--- src/hw/rtl/ghtu_pkg.sv ---
`timescale 1ns / 1ps
package ghtu_pkg;
	localparam int TABLE_SLOTS_DEF = 64;
	localparam int SLOT_W = 12;
	localparam int CNT_W = 13;

	localparam logic [1:0] FN_LOOKUP  = 2'd0;
	localparam logic [1:0] FN_FORGET  = 2'd1;
	localparam logic [1:0] FN_RESOLVE = 2'd2;
	localparam logic [1:0] FN_RESET   = 2'd3;

	localparam logic [2:0] ST_OK       = 3'd0;
	localparam logic [2:0] ST_STALE    = 3'd1;
	localparam logic [2:0] ST_INVALID  = 3'd2;
	localparam logic [2:0] ST_OVERFLOW = 3'd3;
	localparam logic [2:0] ST_FULL     = 3'd4;

	localparam logic [2:0] WR_NONE  = 3'd0;
	localparam logic [2:0] WR_ALLOC = 3'd1;
	localparam logic [2:0] WR_INCR  = 3'd2;
	localparam logic [2:0] WR_SUB   = 3'd3;
	localparam logic [2:0] WR_CLEAR = 3'd4;

	localparam logic [63:0] ROOT_HANDLE = 64'd1;
	localparam logic [63:0] REFS_MAX = 64'hFFFF_FFFF_FFFF_FFFF;

	typedef struct packed {
		logic              valid;
		logic              hit;
		logic [SLOT_W-1:0] hit_slot;
		logic [63:0]       hit_refs;
		logic              found;
		logic [SLOT_W-1:0] found_slot;
		logic [63:0]       found_refs;
		logic [31:0]       found_gen;
		logic              free_ok;
		logic [SLOT_W-1:0] free_idx;
		logic [31:0]       free_gen;
		logic [CNT_W-1:0]  live;
	} pkt_t;

	typedef struct packed {
		logic [2:0]        kind;
		logic [SLOT_W-1:0] slot;
		logic [63:0]       refs;
		logic [31:0]       gen;
	} wr_t;
endpackage

--- src/hw/rtl/ghtu_cell.sv ---
`timescale 1ns / 1ps
module ghtu_cell #(
	parameter int IDX = 0,
	parameter int TABLE_SLOTS = ghtu_pkg::TABLE_SLOTS_DEF
) (
	input  logic                          clk,
	input  logic                          arst_n,
	input  ghtu_pkg::pkt_t                pkt_in,
	output ghtu_pkg::pkt_t                pkt_out,
	input  logic [63:0]                   node_ref,
	input  logic [63:0]                   dev_key,
	input  logic [63:0]                   ino_key,
	input  logic [$clog2(TABLE_SLOTS+1)-1:0] cap,
	input  ghtu_pkg::wr_t                 wr
);
	localparam int CW = $clog2(TABLE_SLOTS + 1);
	localparam logic [31:0] LOW = 32'(IDX + 1);
	localparam logic [ghtu_pkg::SLOT_W-1:0] ME = ghtu_pkg::SLOT_W'(IDX);
	localparam logic [CW-1:0] IDX_C = CW'(IDX);

	logic        valid_q;
	logic [31:0] gen_q;
	logic [63:0] refs_q;
	logic [63:0] dev_q;
	logic [63:0] ino_q;
	ghtu_pkg::pkt_t pkt_q;
	ghtu_pkg::pkt_t nxt;
	logic in_cap, hit, key_eq, sel;

	assign in_cap = IDX_C < cap;
	assign key_eq = (dev_q == dev_key) && (ino_q == ino_key);
	assign hit = ((IDX == 0) && (node_ref == ghtu_pkg::ROOT_HANDLE)) ||
		((IDX != 0) && (node_ref[31:0] == LOW) && (node_ref[63:32] != 32'd0) &&
		in_cap && valid_q && (gen_q == node_ref[63:32]));
	assign sel = (wr.slot == ME);

	always_comb begin
		nxt = pkt_in;
		if (hit) begin
			nxt.hit = 1'b1;
			nxt.hit_slot = ME;
			nxt.hit_refs = refs_q;
		end
		if ((IDX != 0) && in_cap && !pkt_in.found) begin
			if (valid_q && key_eq) begin
				nxt.found = 1'b1;
				nxt.found_slot = ME;
				nxt.found_refs = refs_q;
				nxt.found_gen = gen_q;
			end else if (!valid_q && !pkt_in.free_ok) begin
				nxt.free_ok = 1'b1;
				nxt.free_idx = ME;
				nxt.free_gen = gen_q;
			end
		end
		if (valid_q && in_cap) begin
			nxt.live = pkt_in.live + ghtu_pkg::CNT_W'(1);
		end
	end

	always_ff @(posedge clk or negedge arst_n) begin
		if (!arst_n) begin
			pkt_q <= '0;
		end else begin
			pkt_q <= nxt;
		end
	end
	assign pkt_out = pkt_q;

	always_ff @(posedge clk or negedge arst_n) begin
		if (!arst_n) begin
			valid_q <= (IDX == 0);
			gen_q <= (IDX == 0) ? 32'd1 : 32'd0;
			refs_q <= (IDX == 0) ? ghtu_pkg::REFS_MAX : 64'd0;
			dev_q <= '0;
			ino_q <= '0;
		end else begin
			case (wr.kind)
				ghtu_pkg::WR_ALLOC: begin
					if (sel) begin
						valid_q <= 1'b1;
						gen_q <= wr.gen;
						refs_q <= 64'd1;
						dev_q <= dev_key;
						ino_q <= ino_key;
					end
				end
				ghtu_pkg::WR_INCR: begin
					if (sel) refs_q <= wr.refs;
				end
				ghtu_pkg::WR_SUB: begin
					if (sel) begin
						refs_q <= wr.refs;
						if (wr.refs == 64'd0) begin
							valid_q <= 1'b0;
							dev_q <= '0;
							ino_q <= '0;
						end
					end
				end
				ghtu_pkg::WR_CLEAR: begin
					if (IDX != 0) begin
						valid_q <= 1'b0;
						refs_q <= '0;
						dev_q <= '0;
						ino_q <= '0;
					end
				end
				default: ;
			endcase
		end
	end
endmodule

--- config.mk ---
export PLATFORM = sky130hd
export DESIGN_NAME = ghtu_cell
export DESIGN_NICKNAME = d
export VERILOG_FILES = /design/src/hw/rtl/ghtu_pkg.sv /design/src/hw/rtl/ghtu_cell.sv
export SDC_FILE = /design/constraint.sdc
export NUM_CORES = 1
export LEC_CHECK = 0
export ABC_AREA = 1
export BUFFER_PORTS_ARGS = -buffer_cell sky130_fd_sc_hd__buf_2
export CAP_MARGIN = 20
export CORE_AREA = 2 2 314 316
export CTS_CLUSTER_DIAMETER = 60
export DETAILED_ROUTE_END_ITERATION = 8
export DIE_AREA = 0 0 316 318
export GPL_TIMING_DRIVEN = 0
export SYNTH_ARGS = -nofsm -noshare
export SYNTH_HDL_FRONTEND = slang
export SYNTH_SLANG_ARGS = --single-unit
--- constraint.sdc ---
create_clock -name clk -period 2.1 [get_ports clk]
set_input_delay 0.21 -clock clk [delete_from_list [all_inputs] [get_ports clk]]
set_output_delay 0.21 -clock clk [all_outputs]
set_load 0.01 [all_outputs]
# Yosys cells after proc, flatten, opt, wreduce, memory -nomap -nowiden
# Index checks and enable logic that the tools add are counted.
[op_classes]
n_addsub = 1
n_lt_le_gt_ge = 1
eq_ne = 8
mux = 9
reduce_logical = 8
[op_table]
columns = ["op", "count"]
rows = [
  ["$mux W64", 2],
  ["$pmux W64 S2", 1],
  ["$mux W77", 1],
  ["$eq A64 B1 Y1 const B", 1],
  ["$logic_not A64 Y1", 1],
  ["$add A13 B1 Y13 const B", 1],
  ["$mux W13", 1],
  ["$logic_not A12 Y1", 1],
  ["$lt A1 B7 Y1 const A", 1],
  ["$eq A3 B2 Y1 const B", 2],
  ["$ne A2 B2 Y1 const B", 3],
  ["$reduce_and A4 Y1", 1],
  ["$reduce_bool A2 Y1", 2],
  ["$eq A3 B1 Y1 const B", 1],
  ["$mux W1", 3],
  ["$reduce_and A3 Y1", 1],
  ["$ne A2 B1 Y1 const B", 1],
  ["$pmux W1 S2", 1],
  ["$reduce_or A2 Y1", 1],
  ["$logic_and A1 B1 Y1", 1],
]
[word_totals]
register_bits = 310
input_bits = 557
output_inout_bits = 245
wordCells = 41

# Depth between registers and ports, before layout
# Gate-level depths: netlist of the first run.
[logic_depth]
depth_word = 4
ltp_mapped = 10
depth_no_buf = 8

# Worst setup path before layout of the first run
# No wires, ideal clock.
[synth_path]
path_type = "input port to flip-flop"
from = "in node_ref[63]"
to = "reg pkt_q (netlist bit pkt_out[223])"
setup_time_ns = 0.117
arrival_time_ns = 1.117
required_time_ns = 1.983
path_slack_ns = 0.866
cell_stages = 10
path_buffers = 2
cell_sequence = "nor2_1 -> nand2_1 -> nor2_1 -> nand2_1 -> nor2_2 -> nand2_1 -> buf_6 -> buf_6 -> nand2_1 -> o21ai_2"
[synth_rtl]
columns = ["item", "line_no", "text"]
rows = [
  ["from (decl)", "ghtu_cell.sv:10", "input logic [63:0] node_ref,"],
  ["to (signal assigned)", "ghtu_cell.sv:65", "pkt_q <= nxt;"],
  ["to (decl)", "ghtu_cell.sv:26", "ghtu_pkg::pkt_t pkt_q;"],
]

==> results of run 1 <==
==> worst min-delay path by stage <==
stage	end	from	cells after the start	slack, ps
4_1_cts	valid_q	wr[108]	6	1
2_1_floorplan	pkt_out[0]	arst_n	0	-90
3_5_place_dp	pkt_out[29]	arst_n	1	200
6_report	valid_q	wr[108]	6	70
3_3_place_gp	pkt_out[67]	pkt_in[67]	1	320
5_1_grt	valid_q	wr[108]	6	60
==> routing by layer <==
layer  GRT usage  part of all wire
met1       0.141              0.43
met2       0.180              0.45
met3      0.0389             0.087
met4      0.0421             0.034
met5           0           0.00065
==> state kept, by name, indices dropped and copies added, names as in the netlist <==
signal / count
pkt_out: 245
refs_q: 64
valid_q: 1
==> worst register-to-register path, delay by kind of cell, from the launching register on <==
family          cells  cell delay [ps]
compound gates      1              120
buf+inv             2              820
flops               1              590
simple gates        1              160
==> cell usage after synthesis <==
cell type	number	area [um^2]
nand3b_1	1	7.51
nor2_2	3	18.8
buf_6	7	78.8
clkbuf_2	1	5.00
dfstp_2	65	1710
buf_2	16	80.1
o21ai_2	9	78.8
nand3_1	53	265
nand4_1	3	18.8
a21oi_2	1	8.76
a21oi_1	1	5.00
o21ai_1	1	5.00
inv_1	41	154
clkbuf_1	7	26.3
and2_1	1	6.26
nand2_1	331	1240
a21boi_0	12	90.1
inv_2	2	7.51
nor2_1	96	360
o21ai_0	40	200
xnor2_1	1	8.76
buf_4	3	22.5
dfrtp_1	245	6130
xor2_1	8	70.1
ha_1	1	12.5
nor3_1	8	40.0
==> where the power goes <==
| group | total (mW) | switching (mW) | internal (mW) | leakage [nW] |
|---|---|---|---|---|
| sequential | 6.30 | 0.0739 | 6.23 | 3.53 |
| combinational | 1.67 | 0.781 | 0.886 | 5.55 |
| clock | 7.31 | 3.05 | 4.26 | 0.684 |
| total | 15.3 | 3.90 | 11.4 | 9.77 |
==> final cells by class <==
type                            instances  area, um^2  share of cell area
Antenna cell                           21        52.6             0.00260
Buffer                                 33         211              0.0105
Clock buffer                           60        1170              0.0578
Clock inverter                         20         254              0.0126
Inverter                               43         161             0.00798
Multi-Input combinational cell        570        2440               0.121
Sequential cell                       310        7840               0.388
Tap cell                             1287        1610              0.0796
Timing Repair Buffer                  960        6490               0.321
==> cells by family (layout without fill, tap and decap cells) <==
family,Yosys count,after routing,share of synthesized area
AND/OR/NAND/NOR,496,496,0.184
other,0,21,0
XOR/XNOR,9,9,0.00740
flip-flops,310,310,0.736
AO/OA/AOI/OAI,64,64,0.0364
adder cells (fa/ha/maj),1,1,0.00117
buffers and inverters,77,1116,0.0351
==> timing repair <==
item | in CTS | in global routing
hold endpoints to repair | 391 | 0
gates resized for setup | 1 | 0
hold buffers | 314 | 0
gates cloned | 0 | 0
setup endpoints to repair | 1 | 1
==> metrics by stage <==
step	hold WS, ps	cell area, um^2	setup slack [ps]	total power, mW
global route	58.1	20200	43.7	16.0
floorplan	-85.6	10700	866	6.67
global placement	318	15500	-5420	7.55
CTS	0.978	20200	46.7	15.6
finish	69.3	20200	221	15.3
detailed placement	199	15600	-680	7.59
==> flow_metrics.env, run 1 <==
export IMPL_ys_types=26
export IMPL_clk_latency_ps=600
export IMPL_vias_per_cell=3.26
export IMPL_grt_start_max_net_pins=102
export IMPL_dp_cells=2890
export IMPL_min_period_ps=1880
export IMPL_netlist_instances=957
export IMPL_cts_tree="done"
export IMPL_clkSlewWorstSetupHoldPaths_ps=60
export IMPL_final_common_cell="buf_2"
export IMPL_cp_top_family="buffers and inverters"
export IMPL_grt_first_pass_wirelength_um=80500
export IMPL_cts_root_buf="clkbuf_16"
export IMPL_fin_tns_setup_ps=0
export IMPL_hold_violations=0
export IMPL_cp_depth=10
export IMPL_slew_limit_headroom=0.575
export IMPL_fmax_mhz=532
export IMPL_detail_route_antenna_nets=0
export IMPL_final_cell_mix="buf_2 (655), nand2_1 (331), dlygate4sd3_1 (314)"
export IMPL_vias=10800
export IMPL_die_w_um=316
export IMPL_fill_cells=10500
export IMPL_cts_sinks=310
export IMPL_antenna_found_initial=27
export IMPL_fin_util=0.208
export IMPL_syn_avg_cell_area_um2=11.1
export IMPL_clk_path_buf_depth=3
export IMPL_crit_end="pkt_out[9]"
export IMPL_arrival_ps=2360
export IMPL_design_die_area_mm2=0.100
export IMPL_nets=2519
export IMPL_path_buf_inv=4
export IMPL_dieHeight_um=318
export IMPL_yosysSeqAreaShare=0.736
export IMPL_grt_setup_unrepaired="no"
export IMPL_worst_pin_slew_ps=637
export IMPL_reg2reg_slack_ps=290
export IMPL_synth_net_count=1515
export IMPL_initial_core_util=0.109
export IMPL_critical_path_max_fanout=4
export IMPL_first_iter_violations=338
export IMPL_wl_per_cell_um=17.7
export IMPL_fin_crit_sh=0.895
export IMPL_core_area_mm2=0.0974
export IMPL_drtPass1Iterations=5
export IMPL_p_leak_nw=9.77
export IMPL_setup_viol=0
export IMPL_crit_type="input port to flip-flop"
export IMPL_timing_critical_path_from_type="input port"
export IMPL_synth_seq_cells=310
export IMPL_end_kind="flip-flop"
export IMPL_yosysWarnings=0
export IMPL_crit_required_ps=2580
export IMPL_cp_cell_sequence="dlygate4sd3_1 > buf_2 > inv_1 > nor3_1 > nand3_1 > nand2_1 > nand2_1 > nand2_1 > o21ai_0 > dlygate4sd3_1"
export IMPL_syn_to_final_growth_pct=89.9
export IMPL_drive_above_1_share=0.410
export IMPL_skew_ps=13.9
export IMPL_wirelength_um=58400
export IMPL_final_cells=3304
export IMPL_p_per_area_mw_per_mm2=755
export IMPL_cp_common_cell="nand2_1"
export IMPL_route_detailed_drc=0
export IMPL_maxCapViolCount=0
export IMPL_r2r_end="pkt_out[9]"
export IMPL_h_tree_depth=2
export IMPL_run_status="completed"
export IMPL_portBuffers=641
export IMPL_gp_congestion=0.874
export IMPL_reg2reg_depth=4
export IMPL_grt_pass1_vias=11700
export IMPL_critPathSlowestCell="dlygate4sd3_1"
export IMPL_cp_startpoint="pkt_in[2]"
export IMPL_hp_class="input port to flip-flop"
export IMPL_ioPinCount=802
export IMPL_grt_overflow_total=0
export IMPL_crit_path_max_incr_delay_ps=560
export IMPL_synth_area_mm2=0.0107
export IMPL_post_cts_setup_buffers=0
export IMPL_r2r_start="valid_q"
export IMPL_num_rows=115
export IMPL_slew_violations=0
export IMPL_cts_buffers=43
export IMPL_peakVddDrop_mv=0.521
export IMPL_dpl_hpwl_um=45500
export IMPL_grtUsageTotal=0.114
Note: power is estimated with default switching activity, not from simulation.
==> inputs of run 2 (changes only) <==
--- a/config.mk
+++ b/config.mk
@@ -5,13 +5,14 @@
 export SDC_FILE = /design/constraint.sdc
 export NUM_CORES = 1
 export LEC_CHECK = 0
-export ABC_AREA = 1
+export ABC_AREA = 0
 export BUFFER_PORTS_ARGS = -buffer_cell sky130_fd_sc_hd__buf_2
 export CAP_MARGIN = 20
-export CORE_AREA = 2 2 314 316
+export CORE_AREA = 2 2 316 318
 export CTS_CLUSTER_DIAMETER = 60
+export CTS_CLUSTER_SIZE = 10
 export DETAILED_ROUTE_END_ITERATION = 8
-export DIE_AREA = 0 0 316 318
+export DIE_AREA = 0 0 318 320
 export GPL_TIMING_DRIVEN = 0
 export SYNTH_ARGS = -nofsm -noshare
 export SYNTH_HDL_FRONTEND = slang
==> run 2 against run 1 <==
  * Clock skew is essentially flat
  * Clock-buffer cell count unchanged
  * Critical endpoint is now pkt_out[174]
  * Global-route usage down 0.67 points
  * Sequential share of layout area is 1.3 points higher
==> flow_metrics.env, run 2 <==
export IMPL_grt_overflow_total=0
export IMPL_cts_buffers=48
export IMPL_crit_required_ps=2560
export IMPL_critPathSlowestCell="nor4_1"
export IMPL_synth_edff_count=0
export IMPL_final_cell_mix="buf_2 (651), dlygate4sd3_1 (313), dfrtp_1 (245)"
export IMPL_cts_tree="done"
export IMPL_clk_path_buf_depth=3
export IMPL_route_detailed_drc=0
export IMPL_drive_above_1_share=0.543
export IMPL_dpl_hpwl_um=43800
export IMPL_cp_cell_sequence="buf_2 > nor4_1 > nand4_1 > nor4_2 > buf_4 > buf_2 > mux2_2"
export IMPL_synth_top_cell_area_share=0.619
export IMPL_largest_register_ffs=245
export IMPL_hp_class="input port to flip-flop"
export IMPL_skew_ps=14.3
export IMPL_num_rows=115
export IMPL_yosysSeqAreaShare=0.791
export IMPL_p_leak_nw=8.82
export IMPL_grt_pass1_vias=10300
export IMPL_synth_area_mm2=0.00991
export IMPL_final_common_cell="buf_2"
export IMPL_ioPinCount=802
export IMPL_portBuffers=641
export IMPL_synth_common_cells="dfrtp_1 (245), dfstp_2 (65), mux2_2 (64)"
export IMPL_crit_type="input port to flip-flop"
export IMPL_fin_crit_sh=0.910
export IMPL_fin_ws_ps=188
export IMPL_wirelength_um=56000
export IMPL_fmax_mhz=523
export IMPL_core_area_mm2=0.0980
export IMPL_grt_start_max_net_pins=115
export IMPL_grt_first_pass_wirelength_um=75500
export IMPL_yosysMostFrequentCell="dfrtp_1"
export IMPL_grt_setup_unrepaired="no"
export IMPL_worst_pin_slew_ps=772
export IMPL_dieHeight_um=320
export IMPL_first_iter_violations=361
export IMPL_p_per_area_mw_per_mm2=800
export IMPL_syn_to_final_growth_pct=97.3
export IMPL_nets=2130
export IMPL_peakVddDrop_mv=0.496
export IMPL_initial_core_util=0.101
export IMPL_cts_sinks=310
export IMPL_gp_congestion=0.891
export IMPL_slew_limit_headroom=0.481
export IMPL_detail_route_antenna_nets=0
export IMPL_ys_types=31
export IMPL_grtUsageTotal=0.107
export IMPL_fin_util=0.200
export IMPL_yosysWarnings=0
export IMPL_cp_common_cell="buf_2"
export IMPL_synth_seq_cells=310
export IMPL_die_w_um=318
export IMPL_setup_viol=0
export IMPL_crit_path_max_incr_delay_ps=430
export IMPL_run_status="completed"
export IMPL_synth_flop_cell="dfrtp_1"
export IMPL_end_kind="flip-flop"
export IMPL_critical_path_max_fanout=10
export IMPL_antenna_found_initial=25
export IMPL_dp_slack_ps=-748
export IMPL_synth_net_count=1120
export IMPL_arrival_ps=2370
export IMPL_netlist_instances=562
export IMPL_clkSlewWorstSetupHoldPaths_ps=50
export IMPL_timing_critical_path_from_type="input port"
export IMPL_async_flop_share=1.00
export IMPL_maxCapViolCount=0
export IMPL_min_period_ps=1910
export IMPL_synth_top_cells_by_area="dfrtp_1 (62%), dfstp_2 (17%), mux2_2 (7.3%)"
export IMPL_h_tree_depth=2
export IMPL_cts_root_buf="clkbuf_16"
export IMPL_wl_per_cell_um=19.3
export IMPL_yosysTopAreaCell="dfrtp_1"
export IMPL_hold_violations=0
export IMPL_design_die_area_mm2=0.102
export IMPL_vias_per_cell=3.18
export IMPL_clk_latency_ps=600
export IMPL_vias=9248
export IMPL_slew_violations=0
export IMPL_drtPass1Iterations=4
export IMPL_syn_avg_cell_area_um2=17.6
-- run 2: cell count changes after synthesis, sizes merged, moves of 11 or more --
cell	change
o21ai	-49
a21boi	-11
nand2	-327
inv	-43
nor2b	+14
buf	-12
mux2	+65
nor2	-97
nand3	-47
nor4	+36
a22o	+63
-- run 2: critical path: cells and delay by family --
family / cells / cell delay [ps]
and+or+nand+nor: 3 / 1060
muxes: 1 / 410
buffers and inverters: 3 / 680
-- run 2: area by class of cell --
cell class | count | area (um^2)
multi-input combinational | 231 | 1990
clock inverter | 21 | 213
antenna | 17 | 42.5
fill | 10500 | 78400
tap | 1287 | 1610
clock buffer | 60 | 1290
sequential | 310 | 7840
timing repair buffer | 960 | 6450
buffer | 21 | 114
-- run 2: layer usage --
metal / track usage / part of all wire
met4: 0.0506 / 0.043
met5: 0 / 0.00043
met1: 0.128 / 0.42
met3: 0.0317 / 0.075
met2: 0.175 / 0.47
-- run 2: cell families (layout without fill, tap and decap cells) --
logic type,count (synthesis),in the layout,synth area share
AOI/OAI and AO/OA,69,69,0.0602
xor gates and xnor gates,12,12,0.0106
adders and majority gates,1,1,0.00126
buffers and inverters,21,1062,0.0112
DFF,310,310,0.791
muxes,65,65,0.0739
other,0,17,0
and+or+nand+nor,84,84,0.0518
-- run 2: path summary, 6_finish.rpt --
kind	startpoint	to	slack [ps]	cells after the start
min in group asynchronous	arst_n	pkt_out[151]	130	2
worst min register to register	refs_q[0]	refs_q[0]	490	2
worst min-delay path	wr[107]	valid_q	90	5
max in group asynchronous	arst_n	refs_q[43]	770	4
worst max-delay path	node_ref[41]	pkt_out[174]	190	7
worst max register to register	valid_q	pkt_out[9]	350	4
-- run 2: through the flow --
step	area [um^2]	setup TNS, ps	hold WS (ps)	std cells	total power [mW]
floorplan	9910	0	-85.6	562	6.64
global placement	14700	-1718900	318	2490	7.57
detailed placement	14800	-63470	138	2496	7.60
CTS	19500	0	11.4	2890	15.9
global route	19500	0	73.0	2903	16.3
finish	19500	0	87.2	2907	15.6
-- run 2: timing repair --
item,in CTS,in global routing
buffers inserted,0,0
cloned,0,0
gates resized for setup,4,2
hold buffers,313,0
setup endpoints to repair,23,1
endpoints found under the hold margin,476,0
-- run 2: power by group --
| group | internal (mW) | switching, mW |
|---|---|---|
| Sequential | 6.23 | 0.0836 |
| Clock | 4.60 | 3.04 |
| Combinational | 0.899 | 0.775 |
| Total | 11.7 | 3.90 |
